===== config.mk =====
export PLATFORM = sky130hd
export DESIGN_NAME = sliding_median_distance_filter
export DESIGN_NICKNAME = d
export VERILOG_FILES = /design/src/rtl/core/smdf_pkg.sv /design/src/rtl/core/smdf_ram.sv /design/src/rtl/core/smdf_rank.sv /design/src/rtl/core/sliding_median_distance_filter.sv
export VERILOG_INCLUDE_DIRS = /design/src /design/src/rtl/core
export SDC_FILE = /design/constraint.sdc
export NUM_CORES = 1
export LEC_CHECK = 0
export BUFFER_PORTS_ARGS = -buffer_cell sky130_fd_sc_hd__buf_2
export CORE_MARGIN = 1.5
export CORE_UTILIZATION = 40
export DETAILED_ROUTE_END_ITERATION = 6
export PLACE_DENSITY = 0.58
export SYNTH_ARGS = -nofsm -noshare
export SYNTH_HDL_FRONTEND = slang
export SYNTH_HIERARCHICAL = 1
export SYNTH_SLANG_ARGS = --single-unit

===== constraint.sdc =====
create_clock -name clock -period 6.1 [get_ports clock]
set_input_delay 0.915 -clock clock [delete_from_list [all_inputs] [get_ports clock]]
set_output_delay 0.915 -clock clock [all_outputs]
set_load 0.01 [all_outputs]

===== src/rtl/core/assert_macros.svh =====
// assertion helpers for the rtl
`ifndef ASSERT_MACROS_SVH
`define ASSERT_MACROS_SVH

// same-cycle implication
`define ASSERT_IMPLIES(label, clk, rst, pre, post, msg) \
   label: assert property (@(posedge clk) disable iff (rst) (pre) |-> (post)) \
      else $error(msg);

// next-cycle implication
`define ASSERT_NEXT(label, clk, rst, pre, post, msg) \
   label: assert property (@(posedge clk) disable iff (rst) (pre) |=> (post)) \
      else $error(msg);

`endif


===== src/rtl/core/smdf_pkg.sv =====
package smdf_pkg;

   localparam int WINDOW = 9;
   localparam int DATA_W = 16;
   localparam int SLOT_W = (WINDOW > 1) ? $clog2(WINDOW) : 1;
   localparam int CNT_W  = $clog2(WINDOW + 1);

   typedef enum logic [2:0] {
      ST_IDLE,
      ST_FETCH,
      ST_LOAD,
      ST_SCAN,
      ST_CHECK,
      ST_OUTPUT
   } state_type;

   // control from the sequencer to the rank unit
   typedef struct packed {
      logic load;
      logic acc;
   } rank_ctl_type;

endpackage


===== src/rtl/core/smdf_ram.sv =====
module smdf_ram #(
   parameter  int WIDTH  = 16,
   parameter  int DEPTH  = 9,
   localparam int ADDR_W = (DEPTH > 1) ? $clog2(DEPTH) : 1
) (
   input  logic              clock,
   input  logic              we,
   input  logic [ADDR_W-1:0] waddr,
   input  logic [WIDTH-1:0]  wdata,
   input  logic [ADDR_W-1:0] raddr,
   output logic [WIDTH-1:0]  rdata
);

   logic [WIDTH-1:0] mem_ff [DEPTH];
   logic [WIDTH-1:0] rdata_ff;

   always_ff @(posedge clock) begin
      if (we) begin
         mem_ff[waddr] <= wdata;
      end
      rdata_ff <= mem_ff[raddr];
   end

   assign rdata = rdata_ff;

endmodule


===== src/rtl/core/smdf_rank.sv =====
module smdf_rank (
   input  logic                        clock,
   input  smdf_pkg::rank_ctl_type      ctl,
   input  logic [smdf_pkg::DATA_W-1:0] rdata,
   output logic [smdf_pkg::DATA_W-1:0] cand,
   output logic [smdf_pkg::CNT_W-1:0]  less,
   output logic [smdf_pkg::CNT_W-1:0]  eq
);

   logic [smdf_pkg::DATA_W-1:0] cand_ff, cand_in;
   logic [smdf_pkg::CNT_W-1:0]  less_ff, less_in;
   logic [smdf_pkg::CNT_W-1:0]  eq_ff, eq_in;

   // one signed comparator shared over every candidate and every entry
   always_comb begin
      cand_in = cand_ff;
      less_in = less_ff;
      eq_in   = eq_ff;
      if (ctl.load) begin
         cand_in = rdata;
         less_in = '0;
         eq_in   = '0;
      end else if (ctl.acc) begin
         if ($signed(rdata) < $signed(cand_ff)) begin
            less_in = less_ff + smdf_pkg::CNT_W'(1);
         end else if (rdata == cand_ff) begin
            eq_in = eq_ff + smdf_pkg::CNT_W'(1);
         end
      end
   end

   always_ff @(posedge clock) begin
      cand_ff <= cand_in;
      less_ff <= less_in;
      eq_ff   <= eq_in;
   end

   assign cand = cand_ff;
   assign less = less_ff;
   assign eq   = eq_ff;

endmodule


===== src/rtl/core/sliding_median_distance_filter.sv =====
// sliding window median of signed distance estimates
// req channel: one beat carries req_distance_mm; it is accepted when req_valid is
//   high and req_stall is low, and req_stall stays high while a beat is in work
// rsp channel: one beat per request with rsp_median_mm and rsp_samples_used,
//   held in an output register until taken (rsp_valid high, rsp_stall low)
// the sample lands in a ring of the last WINDOW beats kept in a small ram; the
//   median comes from ranking: each stored entry is loaded as a candidate, then
//   one comparator walks all n entries counting smaller and equal ones
// for n stored samples the sequencer takes each entry in turn as the candidate:
//   it reads it, loads it, scans all n entries and checks its rank; after the last
//   candidate the output step registers the result; the single ram read port and
//   the shared comparator set this
// a new request is taken while the previous result still waits on rsp
// an even count gives the mean of the two middle values, truncated toward zero
// when a previous result still waits and rsp stalls the finished result holds the sequencer in its output step
// reset empties the window (count and write slot to zero) and drops any result;
//   ring contents are not cleared since only written slots are ever read
`include "assert_macros.svh"

module sliding_median_distance_filter (
   input  logic        clock,
   input  logic        reset,
   input  logic        req_valid,
   output logic        req_stall,
   input  logic [15:0] req_distance_mm,
   output logic        rsp_valid,
   input  logic        rsp_stall,
   output logic [15:0] rsp_median_mm,
   output logic [3:0]  rsp_samples_used
);

   localparam int SW = smdf_pkg::SLOT_W;
   localparam int CW = smdf_pkg::CNT_W;
   localparam int DW = smdf_pkg::DATA_W;

   smdf_pkg::state_type state_ff, state_in;

   logic [SW-1:0] wslot_ff, wslot_in;
   logic [CW-1:0] count_ff, count_in;
   logic [CW-1:0] i_ff, i_in;          // candidate index
   logic [CW-1:0] j_ff, j_in;          // next entry to read in the scan
   logic [DW-1:0] lo_ff, lo_in;        // lower middle value
   logic [DW-1:0] hi_ff, hi_in;        // upper middle value
   logic          rsp_valid_ff, rsp_valid_in;
   logic [DW-1:0] rsp_median_ff, rsp_median_in;
   logic [3:0]    rsp_used_ff, rsp_used_in;

   logic                   req_fire;
   logic [SW-1:0]          raddr;
   logic [DW-1:0]          rdata;
   smdf_pkg::rank_ctl_type rank_ctl;
   logic [DW-1:0]          rank_cand;
   logic [CW-1:0]          rank_less;
   logic [CW-1:0]          rank_eq;

   // rank positions of the two middle values
   logic [CW-1:0] k_lo, k_hi;
   logic [CW:0]   rank_top;
   logic          hit_lo, hit_hi;
   logic          out_free;
   logic [DW:0]   mid_sum, mid_adj;

   assign req_stall = (state_ff != smdf_pkg::ST_IDLE);
   assign req_fire  = req_valid && !req_stall;
   assign out_free  = !rsp_valid_ff || !rsp_stall;

   smdf_ram #(
      .WIDTH(DW),
      .DEPTH(smdf_pkg::WINDOW)
   ) u_ring (
      .clock(clock),
      .we   (req_fire),
      .waddr(wslot_ff),
      .wdata(req_distance_mm),
      .raddr(raddr),
      .rdata(rdata)
   );

   smdf_rank u_rank (
      .clock(clock),
      .ctl  (rank_ctl),
      .rdata(rdata),
      .cand (rank_cand),
      .less (rank_less),
      .eq   (rank_eq)
   );

   // candidate covers ranks less .. less+eq-1
   always_comb begin
      k_lo     = (count_ff - CW'(1)) >> 1;
      k_hi     = count_ff >> 1;
      rank_top = {1'b0, rank_less} + {1'b0, rank_eq};
      hit_lo   = (rank_less <= k_lo) && ({1'b0, k_lo} < rank_top);
      hit_hi   = (rank_less <= k_hi) && ({1'b0, k_hi} < rank_top);
   end

   // halve with truncation toward zero: bump negative sums by one first
   always_comb begin
      mid_sum = {lo_ff[DW-1], lo_ff} + {hi_ff[DW-1], hi_ff};
      mid_adj = mid_sum + (DW+1)'(mid_sum[DW]);
   end

   // next state
   always_comb begin
      state_in = state_ff;
      case (state_ff)
         smdf_pkg::ST_IDLE: begin
            if (req_fire) begin
               state_in = smdf_pkg::ST_FETCH;
            end
         end
         smdf_pkg::ST_FETCH: begin
            state_in = smdf_pkg::ST_LOAD;
         end
         smdf_pkg::ST_LOAD: begin
            state_in = smdf_pkg::ST_SCAN;
         end
         smdf_pkg::ST_SCAN: begin
            if (j_ff >= count_ff) begin
               state_in = smdf_pkg::ST_CHECK;
            end
         end
         smdf_pkg::ST_CHECK: begin
            if ((i_ff + CW'(1)) < count_ff) begin
               state_in = smdf_pkg::ST_LOAD;
            end else begin
               state_in = smdf_pkg::ST_OUTPUT;
            end
         end
         smdf_pkg::ST_OUTPUT: begin
            if (out_free) begin
               state_in = smdf_pkg::ST_IDLE;
            end
         end
         default: begin
            state_in = smdf_pkg::ST_IDLE;
         end
      endcase
   end

   // datapath control
   always_comb begin
      wslot_in      = wslot_ff;
      count_in      = count_ff;
      i_in          = i_ff;
      j_in          = j_ff;
      lo_in         = lo_ff;
      hi_in         = hi_ff;
      raddr         = i_ff[SW-1:0];
      rank_ctl      = '0;
      rsp_median_in = rsp_median_ff;
      rsp_used_in   = rsp_used_ff;
      rsp_valid_in  = rsp_valid_ff && rsp_stall;
      case (state_ff)
         smdf_pkg::ST_IDLE: begin
            if (req_fire) begin
               // ring write happens in the ram on this edge
               if (wslot_ff == SW'(smdf_pkg::WINDOW - 1)) begin
                  wslot_in = '0;
               end else begin
                  wslot_in = wslot_ff + SW'(1);
               end
               if (count_ff < CW'(smdf_pkg::WINDOW)) begin
                  count_in = count_ff + CW'(1);
               end
               i_in = '0;
            end
         end
         smdf_pkg::ST_FETCH: begin
            raddr = i_ff[SW-1:0];
         end
         smdf_pkg::ST_LOAD: begin
            rank_ctl.load = 1'b1;
            raddr         = '0;
            j_in          = CW'(1);
         end
         smdf_pkg::ST_SCAN: begin
            // data for entry j-1 is on the read port
            rank_ctl.acc = 1'b1;
            if (j_ff < count_ff) begin
               raddr = j_ff[SW-1:0];
               j_in  = j_ff + CW'(1);
            end
         end
         smdf_pkg::ST_CHECK: begin
            if (hit_lo) begin
               lo_in = rank_cand;
            end
            if (hit_hi) begin
               hi_in = rank_cand;
            end
            i_in  = i_ff + CW'(1);
            raddr = i_in[SW-1:0];
         end
         smdf_pkg::ST_OUTPUT: begin
            if (out_free) begin
               rsp_valid_in  = 1'b1;
               rsp_median_in = mid_adj[DW:1];
               rsp_used_in   = 4'(count_ff);
            end
         end
         default: begin
            rank_ctl = '0;
         end
      endcase
   end

   always_ff @(posedge clock) begin
      if (reset) begin
         state_ff     <= smdf_pkg::ST_IDLE;
         wslot_ff     <= '0;
         count_ff     <= '0;
         rsp_valid_ff <= 1'b0;
      end else begin
         state_ff     <= state_in;
         wslot_ff     <= wslot_in;
         count_ff     <= count_in;
         rsp_valid_ff <= rsp_valid_in;
      end
   end

   always_ff @(posedge clock) begin
      i_ff          <= i_in;
      j_ff          <= j_in;
      lo_ff         <= lo_in;
      hi_ff         <= hi_in;
      rsp_median_ff <= rsp_median_in;
      rsp_used_ff   <= rsp_used_in;
   end

   assign rsp_valid        = rsp_valid_ff;
   assign rsp_median_mm    = rsp_median_ff;
   assign rsp_samples_used = rsp_used_ff;

   `ASSERT_IMPLIES(a_count_max, clock, reset, 1'b1,
      count_ff <= CW'(smdf_pkg::WINDOW), "count over window")
   `ASSERT_IMPLIES(a_self_match, clock, reset, state_ff == smdf_pkg::ST_CHECK,
      rank_eq != '0, "candidate missed itself")
   `ASSERT_NEXT(a_accept_fetch, clock, reset, req_fire,
      state_ff == smdf_pkg::ST_FETCH, "accept did not start fetch")
   `ASSERT_IMPLIES(a_rsp_source, clock, reset, $rose(rsp_valid_ff),
      $past(state_ff) == smdf_pkg::ST_OUTPUT, "result without output step")

endmodule


==> results.toml, run 1 <==
[power]
power_leakage_nw = 4.83
power_density_nw_per_um2 = 327
ir_worst_vdd_v = 0.000210

[timing]
timing.fmax_ghz = 0.268
finalHoldViolCount = 0
min_period_ns = 3.73
rsz0062_at_grt = "no"
hold_slack_ns = 0.430
fin_crit_sh = 0.612
worstMarginPinSlew_ns = 1.15
skew_ns = 0.0135
slew_viol_final = 0
setup_ws_ns = 2.37
finalSetupViolCount = 0
final.setup.tns_ns = 0
slew_headroom = 0.232

[floorplanning]
core-area_um2 = 28800
die_h_um = 174
die_w_um = 174
pin_count = 42
die-area_um2 = 30400
initial_core_util = 0.408
rows = 62

[worst_hold_path]
hp-start = "u_ring/rdata[0]"
hold_path.class = "register to register"
min_to = "u_rank/cand[0]"
hold_path_depth = 0

[grt]
grt_pass1_wl_um = 35400
antenna_found_initial = 2
gr-total-overflow = 0
grt_pass1_vias = 6611
grt_max_degree = 65
grtUsageTotal = 0.147

[routing]
viasPerCell = 5.10
drt_wl_total_um = 22000
ant_nets = 0
wl_per_cell_um = 16.7
via_count = 6691
drtIter0Drc = 308
route.detailed.drc = 0
drtPass1Iterations = 4

[critical_path]
end_kind = "register"
crit_family = "compound AO/OA/AOI/OAI gates"
cp-start-kind = "register"
crit_path_max_incr_delay_ns = 0.77
critPathMaxFanout = 16
r2r_cells = 12
regToRegStartpoint = "count_ff[1]"
slowest_stage = "nor2b_2"
cp_num_buf_inv = 1
required_ns = 6.52
crit_chain = "inv_1 > ha_1 > nor2b_1 > o21a_1 > o21ai_0 > nand2b_1 > a21oi_1 > nor2_1 > a221o_1 > nor2b_2 > a22o_1 > o31ai_2"
timing.rr.end = "u_ring/rdata[9]"
reg2reg_slack_ns = 2.37
crit_type = "register to register"
critPathArrivalTime_ns = 4.16

[logic_synthesis]
synthArstFlopShare = 0
synth.distinct_cells = 77
ys_seq_area_frac = 0.623
netlist_area_um2 = 11800
syn_nets = 931
syn_inst = 848
yosys_warnings = 6
ys_ff_latch = 256
synth_ff_type = "edfxtp_1"
synth_edf_count = 220
avgSynthCellArea_um2 = 13.9

[clock_tree]
root_buffer = "clkbuf_16"
clock_sinks = 256
post_cts_buffers = 0
clk_latency_ns = 0.55
numCtsBuffers = 27
cts_resized = 0
clk_pin_slew_ns = 0.06
ctsHoldBuffers = 0
cts_buffer_depth = 3
cts_tree = "done"
htreeDepth = 1

[layout]
finalInstanceArea_um2 = 13200
drive_above_1_share = 0.190
layout.nets = 991
syn2layout_area_growth_pct = 12.7
layout_commonest_cell = "edfxtp_1"
layout_common_cells = "edfxtp_1 (220), ha_1 (61), nand2_1 (54), a21oi_1 (45)"
nFillCells = 2519
antennaDiodeCount = 0

[placed_design]
post-dp-hpwl_um = 14100
gp_congestion = 0.827
place_area_um2 = 12400
io_buffer_count = 41
post-place-ws_ns = 2.32

[outcome]
status = "finished, final reports clean"

[run]
drv_cap = 0
power by group:
group          switching, mW  internal (mW)
Sequential            0.0935           2.03
Combinational          0.399          0.303
Clock                  0.658          0.845
state kept, by name, summed over array words and instances, names as in the netlist:
| signal | count |
|---|---|
| rsp_median_mm | 16 |
| rsp_valid | 1 |
| u_ring/rdata | 16 |
| u_rank/cand | 16 |
| u_ring/mem_ff | 144 |
| u_rank/less | 4 |
| hi_ff | 16 |
| lo_ff | 16 |
| wslot_ff | 4 |
| rsp_samples_used | 4 |
| state_ff | 3 |
| j_ff | 4 |
| i_ff | 4 |
| u_rank/eq | 4 |
| count_ff | 4 |
cell usage after synthesis, types with 6 or more instances:
library cell | count | area, um^2
xnor2_1 | 19 | 166
nand4_1 | 6 | 37.5
clkbuf_1 | 11 | 41.3
o31ai_2 | 11 | 138
nor2_1 | 45 | 169
o22ai_1 | 17 | 106
a21oi_1 | 46 | 230
dfxtp_1 | 36 | 721
o31ai_1 | 8 | 60.1
mux2i_1 | 36 | 360
xor2_1 | 12 | 105
a22o_1 | 16 | 140
a21o_1 | 9 | 67.6
edfxtp_1 | 220 | 6610
and2_1 | 6 | 37.5
nand2_1 | 54 | 203
nand3_1 | 10 | 50.1
nor2b_1 | 13 | 81.3
nand2b_1 | 11 | 68.8
inv_1 | 43 | 161
nor3_1 | 7 | 35.0
ha_1 | 61 | 763
o21ai_0 | 15 | 75.1
mux2_2 | 37 | 417
through the flow:
stage | cells | util | total power [mW]
floorplan | 848 | - | 2.68
global placement | 1263 | 0.432 | 2.86
detailed placement | 1263 | 0.432 | 2.87
CTS | 1312 | 0.460 | 4.39
global route | 1312 | 0.460 | 4.56
finish | 1312 | 0.460 | 4.33
metal layers:
| layer | routed length, um | vias up | part of all wire | GRT usage |
|---|---|---|---|---|
| met2 | 10700 | 85 | 0.49 | 0.251 |
| li1 | - | 3322 | - | - |
| met1 | 10000 | 3241 | 0.46 | 0.189 |
| met4 | 562 | 4 | 0.026 | 0.0438 |
| met5 | 28 | - | 0.0013 | 0 |
| met3 | 647 | 39 | 0.029 | 0.0258 |
worst max path at each step:
stage	startpoint	endpoint	slack [ns]	depth (start not counted)
floorplan	u_rank/less[0]	hi_ff[0]	2.45	8
global placement	count_ff[1]	u_ring/rdata[14]	2.46	12
detailed placement	count_ff[1]	u_ring/rdata[13]	2.32	12
CTS	count_ff[1]	u_ring/rdata[9]	2.32	12
global route	count_ff[1]	u_ring/rdata[13]	2.05	12
finish	count_ff[1]	u_ring/rdata[9]	2.37	12
final cells by class:
class,count,area [um^2],area share
sequential,256,7330,0.553
multi-input combinational,524,4140,0.313
clock buffer,38,737,0.0557
tap,384,480,0.0363
timing repair buffer,56,318,0.0240
inverter,43,161,0.0122
clock inverter,11,75.1,0.00567
kinds of logic (layout without fill, tap and decap cells):
family / after synthesis / in the layout / synth area share
AO/OA/AOI/OAI: 162 / 162 / 0.0996
XOR/XNOR: 33 / 33 / 0.0259
adder cells (fa/ha/maj): 63 / 63 / 0.0683
buffers and inverters: 68 / 148 / 0.0284
flip-flops: 256 / 256 / 0.623
multiplexers: 73 / 73 / 0.0661
AND/OR/NAND/NOR: 193 / 193 / 0.0883
No activity file was read; power rests on OpenSTA's default activity.
==> run 2: changes to the inputs <==
--- a/config.mk
+++ b/config.mk
@@ -10,7 +10,7 @@
 export CORE_MARGIN = 1.5
 export CORE_UTILIZATION = 40
 export DETAILED_ROUTE_END_ITERATION = 6
-export PLACE_DENSITY = 0.58
+export PLACE_DENSITY = 0.6
 export SYNTH_ARGS = -nofsm -noshare
 export SYNTH_HDL_FRONTEND = slang
 export SYNTH_HIERARCHICAL = 1
==> constraint.sdc (replaced) <==
create_clock -name clock -period 3.1 [get_ports clock]
set_input_delay 0.465 -clock clock [delete_from_list [all_inputs] [get_ports clock]]
set_output_delay 0.465 -clock clock [all_outputs]
set_load 0.01 [all_outputs]
==> results.toml, run 2 (synthesis results as in run 1) <==
[routing]
drtIter0Drc = 399
viasPerCell = 5.08
ant_nets = 0
drt_wl_total_um = 22200
route.detailed.drc = 0
via_count = 6781
wl_per_cell_um = 16.7
drtPass1Iterations = 5

[critical_path]
cp-start-kind = "register"
end_kind = "register"
reg2reg_slack_ns = 0.13
critPathMaxFanout = 4
required_ns = 3.39
critPathArrivalTime_ns = 3.26
crit_type = "register to register"

[layout]
largest_reg_flops = 144
antennaDiodeCount = 0
fin_util = 0.474
layout_common_cells = "edfxtp_1 (220), ha_1 (61), nand2_1 (54), a21oi_1 (44), nor2_1 (44)"
drive_above_1_share = 0.214
syn2layout_area_growth_pct = 16.0
layout_commonest_cell = "edfxtp_1"
nFillCells = 2528
layout.nets = 1011
regMostFlops = "u_ring/mem_ff"
finalInstanceArea_um2 = 13600

[timing]
slew_viol_final = 0
finalHoldViolCount = 0
setup_ws_ns = 0.126
min_period_ns = 2.97
timing.fmax_ghz = 0.336
skew_ns = 0.0310
worstMarginPinSlew_ns = 0.807
final.setup.tns_ns = 0
fin_crit_sh = 0.959
finalSetupViolCount = 0
slew_headroom = 0.461
rsz0062_at_grt = "yes"

[floorplanning]
core-area_um2 = 28800
die_h_um = 174
pin_count = 42
die-area_um2 = 30400
rows = 62
die_w_um = 174
initial_core_util = 0.408

[clock_tree]
clk_latency_ns = 0.56
ctsHoldBuffers = 0
root_buffer = "clkbuf_16"
htreeDepth = 1
clk_pin_slew_ns = 0.06
clock_sinks = 256
post_cts_buffers = 0
cts_tree = "done"
cts_buffer_depth = 3
numCtsBuffers = 28
cts_resized = 0

[grt]
grt_max_degree = 33
grt_pass1_vias = 6709
gr-total-overflow = 0
antenna_found_initial = 1
grtUsageTotal = 0.147
grt_pass1_wl_um = 35800

[power]
power_leakage_nw = 5.01
clockPowerShare = 0.361
swShare = 0.261
combPwrFrac = 0.169
power_density_nw_per_um2 = 651
ir_worst_vdd_v = 0.000531
seqPwrFrac = 0.470
p_sw_mw = 2.31
p_int_mw = 6.56
power_mw = 8.88

[placed_design]
gp_congestion = 0.766
post-dp-hpwl_um = 14700
io_buffer_count = 41
place_area_um2 = 12600
post-place-ws_ns = 0.102

[outcome]
status = "finished, final reports clean"

[run]
drv_cap = 0

[worst_hold_path]
hold_path.class = "input pin to register"
## run 2: cell count changes in the layout (fill, tap and decap cells not counted), sizes merged
| cell | before | now |
|---|---|---|
| clkinv | 8 | 11 |
| clkinvlp | 2 | 0 |
| buf | 56 | 75 |
| bufinv | 0 | 1 |
| clkbuf | 38 | 39 |
## run 2: critical path, cell delays in order, from the launching register on
cell	delay, ns
edfxtp_1	0.33
ha_1	0.18
inv_1	0.07
fa_2	0.38
nand2b_1	0.18
a211o_1	0.38
a21o_4	0.28
xnor2_4	0.21
nand4_4	0.15
nor4_4	0.24
nand3_2	0.14
o21a_1	0.19
## run 2: metrics by stage
stage | cells | hold WS, ns
floorplan | 848 | 0.408
CTS | 1334 | 0.171
global route | 1334 | 0.192
detailed placement | 1282 | 0.429
global placement | 1282 | 0.427
finish | 1334 | 0.185
## run 2: path summary, 6_finish.rpt
| check | from | endpoint | cells past startpoint |
|---|---|---|---|
| worst max-delay path | hi_ff[0] | rsp_median_mm[15] | 11 |
| worst min-delay path | req_distance_mm[9] | u_ring/mem_ff[8][9] | 1 |
| worst max register to register | hi_ff[0] | rsp_median_mm[15] | 11 |
| worst min register to register | u_ring/rdata[3] | u_rank/cand[3] | 0 |
## run 2: area by class of cell
type | instances | area [um^2] | share of cell area
clock buffers | 39 | 803 | 0.0589
clock inverters | 13 | 111 | 0.00816
inverters | 43 | 161 | 0.0118
multi-input cells | 524 | 4240 | 0.311
flip-flops and latches | 256 | 7330 | 0.537
well taps | 384 | 480 | 0.0352
repair buffers | 75 | 514 | 0.0377
## run 2: power groups by stage
stage	Sequential, mW	Clock (mW)	Combinational (mW)
2_1_floorplan	4.16	0	1.12
3_3_place_gp	4.24	0	1.48
3_5_place_dp	4.24	0	1.51
4_1_cts	4.17	3.29	1.51
5_1_grt	4.20	3.43	1.67
6_report	4.17	3.21	1.50
## run 2: metal layers
| metal | share of wire | global-route usage |
|---|---|---|
| met1 | 0.45 | 0.192 |
| met2 | 0.49 | 0.258 |
| met3 | 0.036 | 0.0243 |
| met4 | 0.019 | 0.0298 |
| met5 | 0 | 0 |
==> run 3: changes to the inputs <==
--- a/config.mk
+++ b/config.mk
@@ -10,8 +10,10 @@
 export CORE_MARGIN = 1.5
 export CORE_UTILIZATION = 40
 export DETAILED_ROUTE_END_ITERATION = 6
-export PLACE_DENSITY = 0.6
+export PLACE_DENSITY = 0.59
+export RECOVER_POWER = 25
 export SYNTH_ARGS = -nofsm -noshare
 export SYNTH_HDL_FRONTEND = slang
 export SYNTH_HIERARCHICAL = 1
 export SYNTH_SLANG_ARGS = --single-unit
+export TNS_END_PERCENT = 30
==> results.toml, run 3 (synthesis results as in run 1) <==
[outcome]
status = "finished, final reports clean"

[floorplanning]
core-area_um2 = 28800
die-area_um2 = 30400
initial_core_util = 0.408
die_h_um = 174
rows = 62
pin_count = 42
die_w_um = 174

[timing]
finalSetupViolCount = 0
min_period_ns = 2.94
hold_slack_ns = 0.213
slew_headroom = 0.629
finalHoldViolCount = 0
skew_ns = 0.0465
worstMarginPinSlew_ns = 0.555
fin_crit_sh = 0.947
slew_viol_final = 0
timing.fmax_ghz = 0.341
setup_ws_ns = 0.164

[critical_path]
cp-start-kind = "register"
slowest_stage = "edfxtp_1"
crit_type = "register to register"
end_kind = "register"
cpMostUsedCell = "buf_12"
crit_chain = "ha_1 > nor2b_1 > o21a_1 > o21ai_0 > nand2b_1 > buf_4 > nor4_1 > a21oi_1 > o21ai_4 > buf_12 > buf_12 > mux2_2 > o22ai_1 > o31ai_2"
critPathArrivalTime_ns = 3.35
critPathMaxFanout = 23
required_ns = 3.51
crit_family = "compound AO/OA/AOI/OAI gates"
crit_path_max_incr_delay_ns = 0.39
cp_num_buf_inv = 3

[layout]
regMostFlops = "u_ring/mem_ff"
layout_commonest_cell = "edfxtp_1"
syn2layout_area_growth_pct = 16.6
drive_above_1_share = 0.210
largest_reg_flops = 144
antennaDiodeCount = 0
layout_common_cells = "edfxtp_1 (220), ha_1 (61), nand2_1 (53), a21oi_1 (44), nor2_1 (44)"
layout.nets = 1022

[power]
power_leakage_nw = 5.03
power_density_nw_per_um2 = 654
ir_worst_vdd_v = 0.000455

[grt]
grtUsageTotal = 0.148
grt_pass1_wl_um = 35600
antenna_found_initial = 0
gr-total-overflow = 0
grt_max_degree = 33
grt_pass1_vias = 6655

[clock_tree]
ctsHoldBuffers = 0
clk_pin_slew_ns = 0.06
numCtsBuffers = 28
htreeDepth = 1
cts_buffer_depth = 3
clk_latency_ns = 0.57
root_buffer = "clkbuf_16"
clock_sinks = 256
cts_tree = "done"

[routing]
ant_nets = 0
drt_wl_total_um = 22100
route.detailed.drc = 0
viasPerCell = 5.05
drtIter0Drc = 343
drtPass1Iterations = 4
wl_per_cell_um = 16.5
via_count = 6788

[run]
drv_cap = 0

[placed_design]
post-dp-hpwl_um = 14900
gp_congestion = 0.773
io_buffer_count = 41
post-place-ws_ns = 0.0540

[worst_hold_path]
hold_path.class = "input pin to register"
[run 3: cell count changes in the layout (fill, tap and decap cells not counted), sizes merged]
cell | before | now
buf | 75 | 70
bufinv | 1 | 2
clkbuf | 39 | 56
clkinv | 11 | 8
clkinvlp | 0 | 1
[run 3: path summary, 6_finish.rpt]
path,start,endpoint,slack [ns],cells after the start
max reg2reg,j_ff[1],u_ring/rdata[5],0.16,14
min,rsp_stall,rsp_valid,0.21,3
max,j_ff[1],u_ring/rdata[5],0.16,14
min reg2reg,u_ring/rdata[0],u_rank/cand[0],0.43,0
[run 3: worst register-to-register path: stages, from the launching register on]
cell      delay [ns]
edfxtp_1        0.39
ha_1            0.30
nor2b_1         0.13
o21a_1          0.15
o21ai_0         0.15
nand2b_1        0.10
buf_4           0.15
nor4_1          0.16
a21oi_1         0.11
o21ai_4         0.19
buf_12          0.15
buf_12          0.19
mux2_2          0.36
o22ai_1         0.20
o31ai_2         0.08
[run 3: timing repair]
action / 4_1_cts / 5_1_grt
gates resized for setup: 0 / 12
endpoints found under the hold margin: 0 / 0
buffers inserted: 0 / 1
setup endpoints to repair: 0 / 18
[run 3: layout make-up]
| class | instances | area (um^2) |
|---|---|---|
| timing repair buffer | 86 | 598 |
| clock buffer | 40 | 776 |
| clock inverter | 12 | 145 |
| fill | 2544 | 15100 |
| multi-input combinational | 524 | 4210 |
| tap | 384 | 480 |
| inverter | 43 | 161 |
| sequential | 256 | 7330 |
[run 3: routing by layer]
layer	vias up	track usage	routed length, um
li1	3392	-	-
met1	3276	0.188	9970
met2	89	0.263	11100
met5	-	0	0
met3	31	0.0252	721
met4	0	0.0295	359
[run 3: stage by stage]
step | cell area (um^2) | power (mW) | util | setup TNS (ns) | cells
finish | 13700 | 8.96 | 0.476 | 0 | 1345
global route | 13700 | 9.38 | 0.476 | -0.00813 | 1345
CTS | 13600 | 9.06 | 0.474 | 0 | 1344
detailed placement | 12700 | 5.78 | 0.442 | 0 | 1292
global placement | 12700 | 5.76 | 0.442 | 0 | 1292
floorplan | 11800 | 5.28 | - | -8.81 | 848
[run 3: power by group]
| part | switching (mW) | internal [mW] |
|---|---|---|
| combinational | 0.839 | 0.711 |
| clock | 1.33 | 1.92 |
| sequential | 0.167 | 4.00 |
